==> src/imvm_pkg.sv <==
`default_nettype none

package imvm_pkg;

    localparam int MAX_ROWS_DEF = 16;
    localparam int MAX_COLS_DEF = 16;

    localparam int ROW_FIELD_W = 4;
    localparam int COL_FIELD_W = 4;
    localparam int VALUE_W     = 64;
    localparam int CFG_W       = 5;

    // Request mode codes
    localparam logic MODE_MATRIX = 1'b0;
    localparam logic MODE_VECTOR = 1'b1;

    // Register index codes (paddr[2])
    localparam logic REG_ROWS_IN_USE = 1'b0;
    localparam logic REG_COLS_IN_USE = 1'b1;

    typedef struct packed {
        logic                      mode;
        logic [ROW_FIELD_W-1:0]    row;
        logic [COL_FIELD_W-1:0]    col;
        logic signed [VALUE_W-1:0] value;
        logic                      last;
    } in_req_t;

    typedef struct packed {
        logic [ROW_FIELD_W-1:0]    row_index;
        logic signed [VALUE_W-1:0] dot_product;
        logic                      final_res;
        logic                      in_null_space;
    } out_res_t;

    // Operands into the shared multiplier, tagged with their row
    typedef struct packed {
        logic                   valid;
        logic [ROW_FIELD_W-1:0] row;
        logic [VALUE_W-1:0]     a;
        logic [VALUE_W-1:0]     b;
    } mul_op_t;

    // Product out of the shared multiplier
    typedef struct packed {
        logic                   valid;
        logic [ROW_FIELD_W-1:0] row;
        logic [VALUE_W-1:0]     product;
    } mul_res_t;

    // Accumulator bank control: add into one row, or clear every row
    typedef struct packed {
        logic                   add_en;
        logic                   clr_all;
        logic [ROW_FIELD_W-1:0] row;
        logic [VALUE_W-1:0]     addend;
    } acc_ctl_t;

endpackage

`default_nettype wire

==> src/imvm_acc.sv <==
`default_nettype none

module imvm_acc #(
    parameter int ROWS = imvm_pkg::MAX_ROWS_DEF
) (
    input  wire logic               aclk,
    input  wire logic               aresetn,
    input  wire imvm_pkg::acc_ctl_t ctl,
    output logic [63:0]             rd_data
);
    import imvm_pkg::*;

    localparam int ROW_W = (ROWS > 1) ? $clog2(ROWS) : 1;

    logic [VALUE_W-1:0] acc_reg [ROWS];
    logic [ROW_W-1:0]   idx;

    assign idx     = ctl.row[ROW_W-1:0];
    assign rd_data = acc_reg[idx];

    always_ff @(posedge aclk) begin
        if (!aresetn || ctl.clr_all) begin
            for (int i = 0; i < ROWS; i++) begin
                acc_reg[i] <= '0;
            end
        end else if (ctl.add_en) begin
            acc_reg[idx] <= acc_reg[idx] + ctl.addend;
        end
    end

endmodule

`default_nettype wire

==> config.mk <==
export PLATFORM = sky130hd
export DESIGN_NAME = imvm_acc
export DESIGN_NICKNAME = d
export VERILOG_FILES = /design/src/imvm_pkg.sv /design/src/imvm_acc.sv
export SDC_FILE = /design/constraint.sdc
export NUM_CORES = 2
export LEC_CHECK = 0
export BUFFER_PORTS_ARGS = -buffer_cell sky130_fd_sc_hd__buf_2
export CORE_MARGIN = 2
export CORE_UTILIZATION = 35
export DETAILED_ROUTE_END_ITERATION = 12
export GPL_TIMING_DRIVEN = 0
export PLACE_DENSITY_LB_ADDON = 0.3
export SLEW_MARGIN = 40
export SYNTH_ARGS = -nofsm -noshare
export SYNTH_HDL_FRONTEND = slang
export SYNTH_SLANG_ARGS = --single-unit
==> constraint.sdc <==
create_clock -name aclk -period 9.85 [get_ports aclk]
set_input_delay 0.4925 -clock aclk [delete_from_list [all_inputs] [get_ports aclk]]
set_output_delay 0.4925 -clock aclk [all_outputs]
set_load 0.02 [all_outputs]
# --- Word level (Yosys, flattened, before mapping) ---
# Memories as Yosys holds them, arrays and structs flattened.
# Index checks and enable logic that the tools add are counted.
# Widths: inputs -> output; s select.
word_totals:
  n_memories: 1
  ff_bits: 0
  ramBits: 1024
op_classes:
  addsub: 1
  mux: 8
  n_reduce_logical: 3
memory_table:
  columns: ["name", "words", "width", "read_ports", "rd_clocked_by_memory_dff", "wr", "line", "text"]
  rows:
  - ["acc_reg", 16, 64, 1, 0, 16, "imvm_acc.sv:15", "logic [VALUE_W-1:0] acc_reg [ROWS];"]
op_table:
  columns: ["operator", "count"]
  rows:
  - ["$add 64x64->64", 1]
  - ["$mux 64", 1]
  - ["$reduce_or 64->1", 1]
  - ["$mux 1", 6]
  - ["$mux 4", 1]
  - ["$logic_not 1->1", 1]
  - ["$logic_or 1x1->1", 1]

# --- Logic depth before layout (Yosys ltp) ---
logic_depth:
  depth_word: 6
  depth_mapped: 17
  ltp_nobuf: 13

# --- Worst setup path before layout ---
# No wires, ideal clock.
synth_timing:
  path_kind: "input -> register"
  start: "in ctl[64] in the netlist's numbering"
  end: "mem acc_reg[10][56], data pin"
  required_time_ns: 9.581
  cell_stages: 17
  arrival_ns: 5.149
  setup_slack_ns: 4.432
  path_buffers: 4
  cell_sequence: "buf_2 -> clkbuf_1 -> buf_1 -> mux4_2 -> mux4_2 -> ha_1 -> fa_1 -> a21oi_1 -> o21ai_0 -> a21oi_2 -> nor4b_1 -> o211a_1 -> a21oi_2 -> o21ai_0 -> xnor2_1 -> buf_2 -> nor2_1"
synth_lines:
  columns: ["element", "line", "text"]
  rows:
  - ["from (decl)", "imvm_acc.sv:8", "input wire imvm_pkg::acc_ctl_t ctl,"]
  - ["to (decl)", "imvm_acc.sv:15", null]

==> impl_metrics.ini <==
[cts]
postCtsSetupBuffers = 0
cts_buffer_depth = 3
clk_pin_slew_ps = 60
cts_resized = 0
cts_max_level = 3
cts.sinks = 1024
root_buffer = clkbuf_16
cts-buffers-inserted = 108
ctsHoldBuffers = 0
clock_latency_ps = 730
cts_tree = built

[timing]
setup_viol = 0
setup_tns_ps = 0
worst_slew_pin_slew_ps = 961
hold_viol = 0
slew_headroom_pct = 36.0
fin_crit_sh_pct = 71.8
fin_hold_ws_ps = 392
max_freq_mhz = 141
rsz0062_at_grt = false
skew_ps = 40.3
slew_violations = 0
period_needed_ps = 7070

[die]
initial_core_util_pct = 35.3
ios = 136
die_x_um = 371
rows = 134
core_um2 = 133000
die_area_um2 = 137000
die_h_um = 371

[route]
vias = 31500
avgRoutedWirePerCell_um = 32.4
drtPass1Iterations = 6
drt-total-wl_um = 175000
viasPerCell = 5.82
ant_nets = 0
drc = 0
drt_iter0_markers = 4588

[place]
hpwl_um = 123000
routabilityCongestion = 0.892
numPortBuffers = 131
placed_area_um2 = 51900

[final_layout]
area_delta_synth_final_pct = 17.4
utilization_pct = 41.4
largest_reg_flops = 1024
drive_gt1_share_pct = 24.1
stdcell_area_um2 = 55300
nets = 3698

[flow_run]
maxCapViolCount = 0

[setup_path]
cp.arrival_ps = 7500
cp_max_fo = 10
r2r-end = acc_reg[9][48]
critPathKind = input pin to flop
r2r_start = acc_reg[3][0]
regToRegSetupSlack_ps = 3780
crit_path_end_kind = flop
r2r_cells = 14
critPathLaunchType = input pin
critPathRequiredTime_ps = 10280

[global_route]
grt_pass1_wl_um = 240000
grt_pass1_vias = 30500
overflow = 0
antenna_found_initial = 9
grtUsageTotal_pct = 25.4
grt_max_degree = 30

[synthesis]
synth.avg_cell_area_um2 = 14.5
yosysTopAreaCell = edfxtp_1
syn_nets = 3383
synth.distinct_cells = 76
synthFlopType = edfxtp_1
yosysSeqAreaShare_pct = 65.3
synth_edf_count = 1024
synthTopCellsByArea = edfxtp_1 65%, mux4_2 15%, nor2_1 8.3%
yosys_warnings = 0
async_flop_share_pct = 0
syn_area_um2 = 47100
yosys.area.top_type_share_pct = 65.3
ys_seq_elements = 1024
syn_inst = 3247

[power]
power_density_nw_per_um2 = 194
max-vdd-ir-drop_v = 0.000129
leakage_nw = 20.7

[hold_path]
hold_path.class = input pin to flop
hold_path_end = acc_reg[0][0]
hp-start = ctl[0]
whs_path_depth = 4

[outcome]
status = completed
==> report_power, final <==
part | switching, mW | total, mW | internal, mW
Sequential | 0.0489 | 5.03 | 4.98
Clock | 1.73 | 3.92 | 2.19
Combinational | 1.24 | 1.78 | 0.544
==> worst max-delay path: stages <==
cell and delay [ps]:
clkbuf_1 450, clkbuf_1 630, clkbuf_2 630, mux4_2 410, mux4_2 610, ha_1 310
buf_2 250, nand4_1 160, or2_2 320, nor3_1 730, nand4_1 450, o221ai_1 780
nand2_1 300, xor2_1 570, buf_2 330, nor2_1 60
==> final cells by class <==
class                   instances  area (um2)
clock buffers                 137        2850
inverters                      20        75.1
plain buffers                 278        1280
fillers                     12300       78200
clock inverters                51         425
well taps                    1768        2210
diodes                          2        5.00
repair buffers                205        2360
flip-flops and latches       1024       30700
multi-input cells            1925       15300
==> layer usage <==
metal  share of wire (%)  global-route usage (%)
met3                  12                    6.11
met2                  45                    38.8
met5               0.023                       0
met1                  38                    34.0
met4                 5.9                    12.3
==> how the worst max path moves through the flow <==
| stage | start | to | cells past startpoint |
|---|---|---|---|
| 2_1_floorplan | ctl[64] | acc_reg[10][56] | 17 |
| 6_report | ctl[65] | acc_reg[5][55] | 16 |
| 5_1_grt | ctl[65] | acc_reg[11][48] | 17 |
| 3_3_place_gp | ctl[64] | acc_reg[10][62] | 16 |
| 4_1_cts | ctl[65] | acc_reg[9][48] | 17 |
| 3_5_place_dp | ctl[65] | acc_reg[9][48] | 17 |
==> synth_stat cells (all sizes together), types with 4 or more instances <==
| master | number |
|---|---|
| edfxtp | 1024 |
| nor2b | 6 |
| xor2 | 23 |
| o21bai | 15 |
| nand2 | 95 |
| nand2b | 5 |
| o21a | 10 |
| buf | 82 |
| clkbuf | 196 |
| nand4 | 22 |
| a21boi | 5 |
| ha | 63 |
| inv | 20 |
| and2 | 5 |
| nor3 | 6 |
| a21oi | 88 |
| mux4 | 320 |
| nand3 | 19 |
| or3 | 4 |
| xnor2 | 37 |
| o21ai | 48 |
| a31oi | 7 |
| a41oi | 6 |
| o221ai | 4 |
| o211ai | 6 |
| and4 | 4 |
| a21o | 24 |
| nor2 | 1053 |
==> metrics by stage <==
step,total power [mW],std cells,worst slack (ps)
finish,10.7,5410,2780
global route,11.0,5408,2860
CTS,10.7,5407,3080
detailed placement,6.87,5219,2360
global placement,6.80,5146,1190
floorplan,6.15,3247,4430
==> cell families after synthesis <==
kind of cell | Yosys count | synth area share (%)
simple gates | 1232 | 10.4
flops | 1024 | 65.3
mux | 321 | 15.3
buf+inv | 298 | 2.56
compound gates | 248 | 3.53
fa+ha+maj | 64 | 1.72
xor+xnor | 60 | 1.18
==> placed cells by master, fill, tap and decap left out, drive strengths merged, types with 4 or more instances in the layout <==
cell,instances
a21boi,5
a21o,24
a21oi,88
a31oi,7
a41oi,6
and2,5
and4,4
buf,284
bufinv,6
clkbuf,336
clkinv,37
clkinvlp,4
edfxtp,1024
ha,63
inv,24
mux4,320
nand2,95
nand2b,5
nand3,19
nand4,22
nor2,1053
nor2b,6
nor3,6
o211ai,6
o21a,10
o21ai,48
o21bai,15
o221ai,4
or3,4
xnor2,37
xor2,23
Power figures use the tool's default switching activity.
